File: src/design/pmct_pkg.sv
// constants and helpers for the ps2 mouse cursor tracker
// no dependencies
package pmct_pkg;

  localparam int unsigned CfgIdxW = 1;

  localparam logic [CfgIdxW-1:0] RegMaxX = 1'b0;
  localparam logic [CfgIdxW-1:0] RegMaxY = 1'b1;

  localparam logic [7:0] MaxXReset    = 8'd79;
  localparam logic [7:0] MaxYReset    = 8'd23;
  localparam logic [7:0] HdrAlwaysOne = 8'h08;
  localparam logic [7:0] HdrOverflow  = 8'hC0;

  typedef logic signed [4:0] delta_t;

  // signed byte / 10, truncated toward zero; magnitude times 205 >> 11
  function automatic delta_t div10(input logic [7:0] b);
    logic [7:0]  mag;
    logic [15:0] prod;
    logic [4:0]  q;
    mag  = b[7] ? 8'(~b + 8'd1) : b;
    prod = 16'(mag) * 16'd205;
    q    = prod[15:11];
    return b[7] ? delta_t'(-q) : delta_t'(q);
  endfunction

  // clamp a signed position to 0..limit
  function automatic logic [7:0] clamp_pos(input logic signed [9:0] v,
                                           input logic [7:0] limit);
    logic [7:0] r;
    if (v < 0) begin
      r = 8'd0;
    end else if (v > $signed({2'b00, limit})) begin
      r = limit;
    end else begin
      r = v[7:0];
    end
    return r;
  endfunction

endpackage

File: src/design/ps2_mouse_cursor_tracker.sv
// ps2 mouse cursor tracker top level
// depends on pmct_pkg
//
// usage:
//   input channel: one mouse byte per request on rx_byte_i, accepted when
//   in_valid_i is high and in_stall_o is low
//   output channel: one request per completed three-byte packet with the
//   clamped cursor position and the three button flags, taken when
//   out_valid_o is high and out_stall_i is low
//   headers without bit 3 set or with an overflow bit set are dropped
//   a packet's result is registered and shows the cycle after its third byte
//   throughput: one byte per cycle; the single output register is the only
//   buffer, so in_stall_o is high only while a result waits under stall
//   reset clears position, packet phase and output valid; the limits
//   return to 79 and 23
//   config writes (cfg_we_i) set max_x (index 0) or max_y (index 1) and
//   must be done only while the block is idle; the block does not enforce it
module ps2_mouse_cursor_tracker
  import pmct_pkg::*;
(
  input  logic               clk_i,
  input  logic               rst_ni,
  input  logic               cfg_we_i,
  input  logic [CfgIdxW-1:0] cfg_index_i,
  input  logic [7:0]         cfg_data_i,
  input  logic               in_valid_i,
  output logic               in_stall_o,
  input  logic [7:0]         rx_byte_i,
  output logic               out_valid_o,
  input  logic               out_stall_i,
  output logic [7:0]         cursor_x_o,
  output logic [7:0]         cursor_y_o,
  output logic               scroll_up_o,
  output logic               scroll_down_o,
  output logic               clear_request_o
);

  localparam logic [1:0] PhHeader = 2'd0;
  localparam logic [1:0] PhDx     = 2'd1;
  localparam logic [1:0] PhDy     = 2'd2;

  logic [7:0] max_x_q, max_y_q;
  logic [1:0] phase_q, phase_d;
  logic [7:0] header_q, header_d;
  logic [7:0] dx_byte_q, dx_byte_d;
  logic [7:0] pos_x_q, pos_x_d, pos_y_q, pos_y_d;
  logic       out_valid_q, out_valid_d;
  logic [7:0] cur_x_q, cur_y_q;
  logic [2:0] btn_q;
  logic       emit;
  logic       accept;
  logic signed [9:0] sum_x, sum_y;

  assign in_stall_o = out_valid_q && out_stall_i;
  assign accept     = in_valid_i && !in_stall_o;

  assign sum_x = $signed({2'b00, pos_x_q}) + 10'(div10(dx_byte_q));
  assign sum_y = $signed({2'b00, pos_y_q}) - 10'(div10(rx_byte_i));

  always_comb begin
    phase_d   = phase_q;
    header_d  = header_q;
    dx_byte_d = dx_byte_q;
    pos_x_d   = pos_x_q;
    pos_y_d   = pos_y_q;
    emit      = 1'b0;
    if (accept) begin
      case (phase_q)
        PhHeader: begin
          if (((rx_byte_i & HdrAlwaysOne) != 8'd0) && ((rx_byte_i & HdrOverflow) == 8'd0)) begin
            header_d = rx_byte_i;
            phase_d  = PhDx;
          end
        end
        PhDx: begin
          dx_byte_d = rx_byte_i;
          phase_d   = PhDy;
        end
        PhDy: begin
          pos_x_d = clamp_pos(sum_x, max_x_q);
          pos_y_d = clamp_pos(sum_y, max_y_q);
          phase_d = PhHeader;
          emit    = 1'b1;
        end
        default: begin
          phase_d = PhHeader;
        end
      endcase
    end
    if (emit) begin
      out_valid_d = 1'b1;
    end else if (!out_stall_i) begin
      out_valid_d = 1'b0;
    end else begin
      out_valid_d = out_valid_q;
    end
  end

  always_ff @(posedge clk_i or negedge rst_ni) begin
    if (!rst_ni) begin
      max_x_q     <= MaxXReset;
      max_y_q     <= MaxYReset;
      phase_q     <= PhHeader;
      header_q    <= 8'd0;
      dx_byte_q   <= 8'd0;
      pos_x_q     <= 8'd0;
      pos_y_q     <= 8'd0;
      out_valid_q <= 1'b0;
    end else begin
      if (cfg_we_i) begin
        case (cfg_index_i)
          RegMaxX: max_x_q <= cfg_data_i;
          RegMaxY: max_y_q <= cfg_data_i;
          default: ;
        endcase
      end
      phase_q     <= phase_d;
      header_q    <= header_d;
      dx_byte_q   <= dx_byte_d;
      pos_x_q     <= pos_x_d;
      pos_y_q     <= pos_y_d;
      out_valid_q <= out_valid_d;
    end
  end

  always_ff @(posedge clk_i) begin
    if (emit) begin
      cur_x_q <= pos_x_d;
      cur_y_q <= pos_y_d;
      btn_q   <= header_q[2:0];
    end
  end

  assign out_valid_o     = out_valid_q;
  assign cursor_x_o      = cur_x_q;
  assign cursor_y_o      = cur_y_q;
  assign scroll_up_o     = btn_q[0];
  assign scroll_down_o   = btn_q[1];
  assign clear_request_o = btn_q[2];

endmodule

File: config.mk
export PLATFORM = sky130hd
export DESIGN_NAME = ps2_mouse_cursor_tracker
export DESIGN_NICKNAME = d
export VERILOG_FILES = /design/src/design/pmct_pkg.sv /design/src/design/ps2_mouse_cursor_tracker.sv
export SDC_FILE = /design/constraint.sdc
export NUM_CORES = 1
export LEC_CHECK = 0
export BUFFER_PORTS_ARGS = -buffer_cell sky130_fd_sc_hd__clkbuf_2
export CORE_UTILIZATION = 45
export CTS_CLUSTER_DIAMETER = 40
export DETAILED_ROUTE_END_ITERATION = 8
export PLACE_DENSITY = 0.61
export RECOVER_POWER = 100
export REMOVE_ABC_BUFFERS = 1
export SETUP_SLACK_MARGIN = 0.5
export SLEW_MARGIN = 20
export SYNTH_ARGS = -nofsm -noshare
export SYNTH_HDL_FRONTEND = slang
export SYNTH_SLANG_ARGS = --single-unit
File: constraint.sdc
create_clock -name clk_i -period 11.5 [get_ports clk_i]
set_input_delay 0 -clock clk_i [delete_from_list [all_inputs] [get_ports clk_i]]
set_output_delay 0 -clock clk_i [all_outputs]
set_load 0.02 [all_outputs]
* After elaboration in Yosys (flattened, before gate mapping)
Index checks and enable logic that the tools add are counted.
** Storage, ports and cells
- Register bits :: 65
- Bits in latches :: 0
- RAM bits :: 0
- ROM bits :: 0
- Input bits :: 22
- Output and inout bits :: 21
- Word-level logic and storage cells :: 59
- Memories kept :: 0
** Cells by class
- Add/subtract/negate cells :: 6
- Multiply operators :: 2
- Divide/modulo/power cells :: 0
- Magnitude comparators :: 4
- Equal/unequal tests :: 4
- Shifts and indexed selects :: 0
- Multiplexer cells :: 18
- Bitwise operators :: 3
- Reductions and logical operators :: 11
** Operator list (count)
- $mux 8 :: 10
- $mul 8x8->16 const B :: 2
- $gt 10x9->1 :: 2
- $lt 10x1->1 const B :: 2
- $add 8x1->8 const B :: 2
- $not 8->8 :: 2
- $add 9x5->10 :: 1
- $mux 5 :: 2
- $neg 5->5 :: 2
- $sub 9x5->10 :: 1
- $logic_not 8->1 :: 1
- $reduce_and 2->1 :: 4
- $mux 1 :: 4
- $pmux 2 s2 :: 1
- $logic_and 1x1->1 :: 3
- $reduce_and 3->1 :: 1
- $eq 2x1->1 const B :: 1
- $eq 2x2->1 const B :: 1
- $logic_not 2->1 :: 1
- $mux 2 :: 1
- $ne 2x1->1 const B :: 1
- $ne 2x2->1 const B :: 1
- $logic_not 1->1 :: 1
- $not 1->1 :: 1

* Longest topological paths before layout
Gate-level depths: netlist of run 1.
- Depth in word-level cells :: 12
- Mapped depth :: 43
- Mapped depth without buffers :: 42

* Worst setup path before layout of run 1
Ideal clock, no wire load.
- Path kind :: reg2reg
- From :: register dx_byte_q[3]
- To :: register cur_x_q[7] (netlist: cursor_x_o[7]), data pin
- Setup time :: 286 ps
- Arrival :: 8091 ps
- Data required time :: 11214 ps
- Setup slack :: 3123 ps
- Cell stages (with the launch flop) :: 37
- Buffers on the path :: 1
- Period minus slack after synthesis :: 8377 ps
- Cells stage by stage :: dfrtp_1 -> clkbuf_1 -> o41ai_1 -> xor2_1 -> inv_1 -> ha_1 -> inv_1 -> fa_1 -> inv_1 -> fa_1 -> inv_1 -> fa_1 -> inv_1 -> ha_1 -> inv_1 -> o21a_4 -> o31ai_1 -> xnor2_1 -> ha_1 -> nand2b_1 -> o311a_2 -> xnor3_2 -> ha_1 -> a21oi_1 -> o21ai_0 -> a21o_1 -> a21o_1 -> xnor2_1 -> ha_1 -> nand2_1 -> or2_2 -> o221ai_1 -> o21a_1 -> o21ai_0 -> mux2i_4 -> mux2i_1 -> o22ai_1
** Between the ends
- Word-level cells in the longest chain between the ends :: 12
- Elaborated cells on any way between the ends :: 13
- Those cells by class :: add/sub (3); mul (1); order compare (2); mux (6); bitwise (1)
** Ends and longest elaborated chain
- start: declaration :: RTL line ps2_mouse_cursor_tracker.sv:45 : logic [7:0] dx_byte_q, dx_byte_d;
- start signal: assignment :: RTL line ps2_mouse_cursor_tracker.sv:119 : dx_byte_q <= dx_byte_d;
- $not 8->8 :: RTL line pmct_pkg.sv:22 : mag = b[7] ? 8'(~b + 8'd1) : b;
- $add 8x1->8 :: RTL line pmct_pkg.sv:22
- $mux 8 (*) :: RTL line pmct_pkg.sv:22
- $mul 8x8->16 (*) :: RTL line pmct_pkg.sv:23 : prod = 16'(mag) * 16'd205;
- $neg 5->5 :: RTL line pmct_pkg.sv:25 : return b[7] ? delta_t'(-q) : delta_t'(q);
- $mux 5 (*) :: RTL line pmct_pkg.sv:25
- $add 9x5->10 (*) :: RTL line ps2_mouse_cursor_tracker.sv:57 : assign sum_x = $signed({2'b00, pos_x_q}) + 10'(div10(dx_byte_q));
- $gt 10x9->1 :: RTL line pmct_pkg.sv:34 : end else if (v > $signed({2'b00, limit})) begin
- $mux 8 :: RTL line pmct_pkg.sv:34
- $mux 8 (*) :: RTL line pmct_pkg.sv:32 : if (v < 0) begin
- $mux 8 (*) :: RTL line ps2_mouse_cursor_tracker.sv:68 : case (phase_q)
- $mux 8 (*) :: RTL line ps2_mouse_cursor_tracker.sv:67 : if (accept) begin
- net pos_x_d[7] :: RTL line ps2_mouse_cursor_tracker.sv:46 : logic [7:0] pos_x_q, pos_x_d, pos_y_q, pos_y_d;
- end signal: assignment :: RTL line ps2_mouse_cursor_tracker.sv:128 : cur_x_q <= pos_x_d;
- end: declaration :: RTL line ps2_mouse_cursor_tracker.sv:48 : logic [7:0] cur_x_q, cur_y_q;
Mark *: on every way through the listed nets, which the timed path passes. The rest lies on a longest branch.
A chain may end at the register's enable or synchronous reset.

* Worst setup path in the final report of run 1
- From :: register dx_byte_q[3]
- To :: register cur_x_q[5] (netlist: cursor_x_o[5]), data pin
The elaborated chain is that of the path after synthesis.

==> flow_metrics.tcl, run 1 <==
set metrics [dict create \
    status "complete, but fails checks" \
    violations "max-capacitance violations, max-slew violations" \
    routabilityCongestion 0.8920 \
    ant_nets 0 \
    clockBufferDepth 2 \
    hold-path-endpoint "dx_byte_q[2]" \
    end_kind "flop" \
    syn_inst 629 \
    grt_pass1_vias 4628 \
    cpMaxStageDelayCell "nor4bb_1" \
    vias 4490 \
    die_h_um 120.1 \
    grt_usage_pct 19.33 \
    synth.distinct_cells 67 \
    post_drt_via_cell_ratio 5.185 \
    grt_max_degree 47 \
    cp_max_fo 8 \
    fin_crit_ns 9.494 \
    arrival_ns 9.55 \
    crit_path_frequent_cell "ha_1" \
    slowest_delay_ns 0.89 \
    worstMarginPinSlew_ns 2.512 \
    ys_seq_area_share_pct 27.63 \
    syn_area_per_cell_um2 9.972 \
    dp_hpwl_mm 9.981 \
    r2r-start "dx_byte_q[3]" \
    path_clk_slew_ns 0.06 \
    syn2layout_area_growth_pct 12.47 \
    h-tree-depth 3 \
    avgRoutedWirePerCell_um 14.76 \
    hold_path.class "in -> reg" \
    finalWorstSetupSlack_ns 2.006 \
    fmax_ghz 0.1053 \
    crit_path_start_kind "flop" \
    required_ns 11.55 \
    numCtsBuffers 9 \
    core_area_um2 13400 \
    async_flop_share_pct 70.77 \
    cts_tree "done" \
    fin_util_pct 52.64 \
    final.fill_count 1213 \
    worstHoldPathCells 2 \
    hold_viol 0 \
    clk_latency_ns 0.33 \
    ys.flop_type "dfrtp_1" \
    ys_ff_latch 65 \
    place_ws_ns 2.525 \
    post-route-period-util_pct 82.55 \
    grt_pass1_wl_mm 21.97 \
    setup_tns_ns 0 \
    io_pins 43 \
    netlist_area_um2 6272 \
    wl_mm 12.78 \
    io_buffers 42 \
    n_antenna_cell 0 \
    cts.sinks 65 \
    post_cts_buffers 0 \
    setup_viol 0 \
    cts_hold_buf 13 \
    cts_resized 0 \
    reg2reg_depth 33 \
    antenna_found_initial 0 \
    rsz0062_at_grt "no" \
    worstSetupPathType "reg -> reg" \
    hold_start "rx_byte_i[2]" \
    cts_root_buffer "clkbuf_16" \
    clock_skew_ns 0.006286 \
    relSlewSlack_pct -67.48 \
    drc 0 \
    num_rows 42 \
    dr.pass1.iters 4 \
    nets 845 \
    r2r_end "cursor_x_o[5]" \
    yosys_warnings 0 \
    maxCapViolCount 1 \
    layout_commonest_cell "ha_1" \
    maxSlewViolCount 47 \
    rrSetupSlack_ns 2.01 \
    drt_iter0_markers 210 \
    synth_edf_count 19 \
    initial_utilization_pct 46.81 \
    timing.hold.ws_ns 0.005066 \
    fp.dieW_um 120.1 \
    overflow 0 \
    die_area_um2 14410 \
    layout_common_cells "ha_1 (114), inv_1 (93), nand2_1 (51)" \
    drive_gt1_share_pct 9.710 \
]
-- per-stage QoR --
step / cell area [µm²] / instances
finish: 7054 / 866
global placement: 6665 / 837
floorplan: 6220 / 617
global route: 7054 / 866
detailed placement: 6665 / 837
CTS: 7124 / 866
-- layer usage --
metal  GRT usage [%]  part of all wire, %  vias up
met4           5.859                  1.5        0
met1           24.58                   47     2129
met3           3.375                  2.5       15
met5               0                    0        -
met2           33.26                   49       58
li1                -                    -     2288
-- Yosys cell counts, types with 6 or more instances --
| library cell | number | area share (%) |
|---|---|---|
| o21ai_1 | 10 | 0.80 |
| nor2_1 | 21 | 1.3 |
| dfrtp_1 | 37 | 15 |
| mux2_2 | 17 | 3.1 |
| or3_1 | 8 | 0.80 |
| mux2i_1 | 14 | 2.2 |
| nand2_1 | 51 | 3.1 |
| a21oi_1 | 16 | 1.3 |
| inv_1 | 93 | 5.6 |
| clkbuf_1 | 11 | 0.66 |
| fa_1 | 24 | 7.7 |
| nand2b_1 | 7 | 0.70 |
| xnor2_1 | 25 | 3.5 |
| o21ai_0 | 27 | 2.2 |
| edfxtp_1 | 19 | 9.1 |
| a21o_1 | 22 | 2.6 |
| dfstp_2 | 9 | 3.8 |
| nor3_1 | 6 | 0.48 |
| xor2_1 | 18 | 2.5 |
| ha_1 | 114 | 23 |
| nand4_1 | 7 | 0.70 |
-- worst max path at each step --
stage,slack (ns),startpoint,endpoint,cells past startpoint
2_1_floorplan,3.18,dx_byte_q[0],cursor_x_o[7],37
3_3_place_gp,2.73,dx_byte_q[3],cursor_x_o[7],30
3_5_place_dp,2.53,dx_byte_q[3],cursor_x_o[5],30
4_1_cts,2.43,dx_byte_q[3],cursor_x_o[5],30
5_1_grt,1.28,dx_byte_q[3],cursor_x_o[5],33
6_report,2.01,dx_byte_q[3],cursor_x_o[5],33
-- cells by family (layout without fill, tap and decap cells) --
group	after synthesis	in the layout	synth area share (%)
compound gates	118	118	13.21
mux	32	32	5.645
xor+xnor	46	46	6.902
flops	65	65	27.63
simple gates	125	125	9.814
buf+inv	105	166	6.403
fa+ha+maj	138	138	30.40
-- registers in the layout (all words and copies together), names as in the netlist, 8 cells and up --
register and count:
cursor_x_o 8, cursor_y_o 8, dx_byte_q 8, max_x_q 8
max_y_q 8, pos_x_q 8, pos_y_q 8
-- cell type report --
cell class / instances / area, µm² / area share, %
repair buffers: 57 / 320.3 / 4.541
inverters: 93 / 349.1 / 4.949
clock buffers: 14 / 317.8 / 4.505
well taps: 176 / 220.2 / 3.122
flip-flops and latches: 65 / 1733 / 24.57
multi-input cells: 459 / 4103 / 58.16
clock inverters: 2 / 11.26 / 0.1596
-- worst max-delay path: cells and delay by family (launching register included) --
kind | cells | cell delay [ns]
XOR/XNOR | 3 | 0.92
adder cells (fa/ha/maj) | 7 | 2.60
AO/OA/AOI/OAI | 11 | 2.16
flip-flops | 1 | 0.44
buffers and inverters | 2 | 0.11
multiplexers | 2 | 1.15
AND/OR/NAND/NOR | 8 | 1.82
Power of run 1 is left out: the tool's default activity adds up to more than one toggle a clock period on the data nets, which glitch-free logic cannot reach.
==> run 2, diff against run 1 <==
ABC_AREA = 1   (was not set)
clock period = 9.7 ns   (was 11.5 ns; I/O delays follow)
==> run 2 against run 1 <==
Net effect:
- the flow still finishes with violations (max-capacitance violations, max-slew violations)
- clock skew hardly changed
- critical endpoint is now cursor_y_o[5]
- global-route usage is 0.47 points higher
- cell area is 5.3% higher
- area after synthesis is 5.8% higher
- synthesized cell count is 31% higher
- register-to-register slack worse by 0.32 ns
==> flow_metrics.tcl, run 2 <==
set metrics [dict create \
    status "complete, but fails checks" \
    violations "max-capacitance violations, max-slew violations" \
    regArea_um2 1733 \
    synth_top_area_share_pct 21.49 \
    path_clk_slew_ns 0.06 \
    cp.depth 49 \
    final.fill_count 1427 \
    routabilityCongestion 0.8317 \
    setup_viol 0 \
    post_cts_buffers 0 \
    cts_resized 0 \
    critPathTopFamily "adder cells" \
    rsz0062_at_grt "no" \
    ys_seq_area_share_pct 26.11 \
    path_buf_inv 11 \
    hold_path.class "in -> reg" \
    required_ns 9.89 \
    die_area_um2 15240 \
    fp.dieW_um 123.4 \
    io_pins 43 \
    crit_start "rx_byte_i[4]" \
    num_rows 44 \
    ys.flop_type "dfrtp_1" \
    layout_common_cells "nand2_1 (191), inv_1 (161), ha_1 (114)" \
    grt_pass1_vias 5179 \
    nets 1049 \
    worstMarginPinSlew_ns 2.566 \
    core_area_um2 14480 \
    setup_tns_ns 0 \
    hold_viol 0 \
    clockBufferDepth 2 \
    syn2layout_area_growth_pct 11.88 \
    cpMaxStageDelayCell "fa_1" \
    synth_area_leader_cell "ha_1" \
    maxSlewViolCount 47 \
    slowest_delay_ns 0.54 \
    fmax_ghz 0.1224 \
    arrival_ns 8.36 \
    ys_top_cells_by_area "ha_1 (21%), dfrtp_1 (14%), nand2_1 (11%)" \
    drt_iter0_markers 277 \
    dp_hpwl_mm 11.10 \
    io_buffers 42 \
    post-route-period-util_pct 84.20 \
    synth_common_cells "nand2_1 (188), inv_1 (161), ha_1 (114)" \
    maxCapViolCount 1 \
    die_h_um 123.4 \
    drive_gt1_share_pct 7.271 \
    overflow 0 \
    ys_ff_latch 65 \
    reg2reg_depth 39 \
    relSlewSlack_pct -71.06 \
    initial_utilization_pct 45.83 \
    cts.sinks 65 \
    r2r_end "cursor_x_o[4]" \
    r2r-start "dx_byte_q[0]" \
    cts_tree "done" \
    antenna_found_initial 0 \
    async_flop_share_pct 70.77 \
    h-tree-depth 3 \
    cts_root_buffer "clkbuf_16" \
    fin_crit_ns 8.168 \
    crit_path_frequent_cell "nand2_1" \
    grt_max_degree 47 \
    synth_most_common_cell "nand2_1" \
    yosys_warnings 0 \
    netlist_area_um2 6636 \
    syn_area_per_cell_um2 8.025 \
    rrSetupSlack_ns 1.69 \
    synth_edf_count 19 \
    wl_mm 13.62 \
    cp-endpoint "cursor_y_o[5]" \
    grt_pass1_wl_mm 23.58 \
    numCtsBuffers 9 \
    syn_inst 827 \
    dr.pass1.iters 4 \
    ant_nets 0 \
    cp_max_fo 10 \
    clk_latency_ns 0.33 \
    crit_path_start_kind "input pin" \
    placed_area_um2 7066 \
    post_drt_via_cell_ratio 4.947 \
    layout_commonest_cell "nand2_1" \
    drc 0 \
    end_kind "flop" \
    grt_usage_pct 19.80 \
    avgRoutedWirePerCell_um 12.63 \
    worstSetupPathType "in -> reg" \
    n_antenna_cell 0 \
    clock_skew_ns 0.006004 \
    vias 5333 \
    synth.distinct_cells 43 \
    post-route-cell-area_um2 7425 \
    multi_input_area_um2 4205 \
]
run 2: cell type report:
cell class / count / share of cell area [%]
clock buffer: 9 / 3.033
clock inverter: 7 / 1.062
inverter: 167 / 8.460
multi-input combinational: 589 / 56.64
sequential: 65 / 23.34
tap: 184 / 3.101
timing repair buffer: 57 / 4.365
run 2: layer usage:
| metal | wire (µm) | track usage, % | vias to the layer above |
|---|---|---|---|
| li1 | - | - | 2806 |
| met1 | 6671 | 26.61 | 2436 |
| met2 | 6336 | 33.07 | 76 |
| met3 | 410 | 2.168 | 15 |
| met4 | 200 | 6.551 | 0 |
| met5 | 0 | 0 | - |
run 2: worst min path at each step:
stage	startpoint	end	slack, ns	depth (start not counted)
2_1_floorplan	rst_ni	dx_byte_q[0]	-0.30	0
3_3_place_gp	rst_ni	pos_x_q[7]	0.14	2
3_5_place_dp	rst_ni	pos_x_q[4]	0.14	2
4_1_cts	rx_byte_i[2]	header_q[2]	0.009	3
5_1_grt	rx_byte_i[2]	dx_byte_q[2]	0.02	3
6_report	rx_byte_i[2]	header_q[2]	0.01	3
run 2: per-stage QoR:
step	hold slack [ns]	utilization [%]	instances	worst slack [ns]
after detailed placement	0.1429	48.80	1049	1.656
after global placement	0.1397	48.80	1049	1.703
final	0.009565	51.28	1078	1.532
after CTS	0.009216	51.80	1078	1.894
after floorplan	-0.2956	-	821	2.752
after global routing	0.02470	51.28	1078	0.7856
run 2: cell families after synthesis:
kind of cell	count (synthesis)	share of synthesized area [%]
fa+ha+maj	138	28.73
xor+xnor	36	4.977
buf+inv	173	9.880
flops	65	26.11
simple gates	321	22.44
compound gates	94	7.862
run 2: repair_timing:
| item | 4_1_cts | 5_1_grt |
|---|---|---|
| setup endpoints to repair | 0 | 0 |
| hold endpoints to repair | 57 | 0 |
| hold buffers | 13 | 0 |
run 2: worst register-to-register path: cells and delay by family (launching register included):
kind	cells	cell delay, ns
AO/OA/AOI/OAI	5	0.97
XOR/XNOR	3	0.77
adder cells (fa/ha/maj)	9	3.15
buffers and inverters	8	0.52
flip-flops	1	0.45
AND/OR/NAND/NOR	14	1.90
Power of run 2 is left out for the same reason.
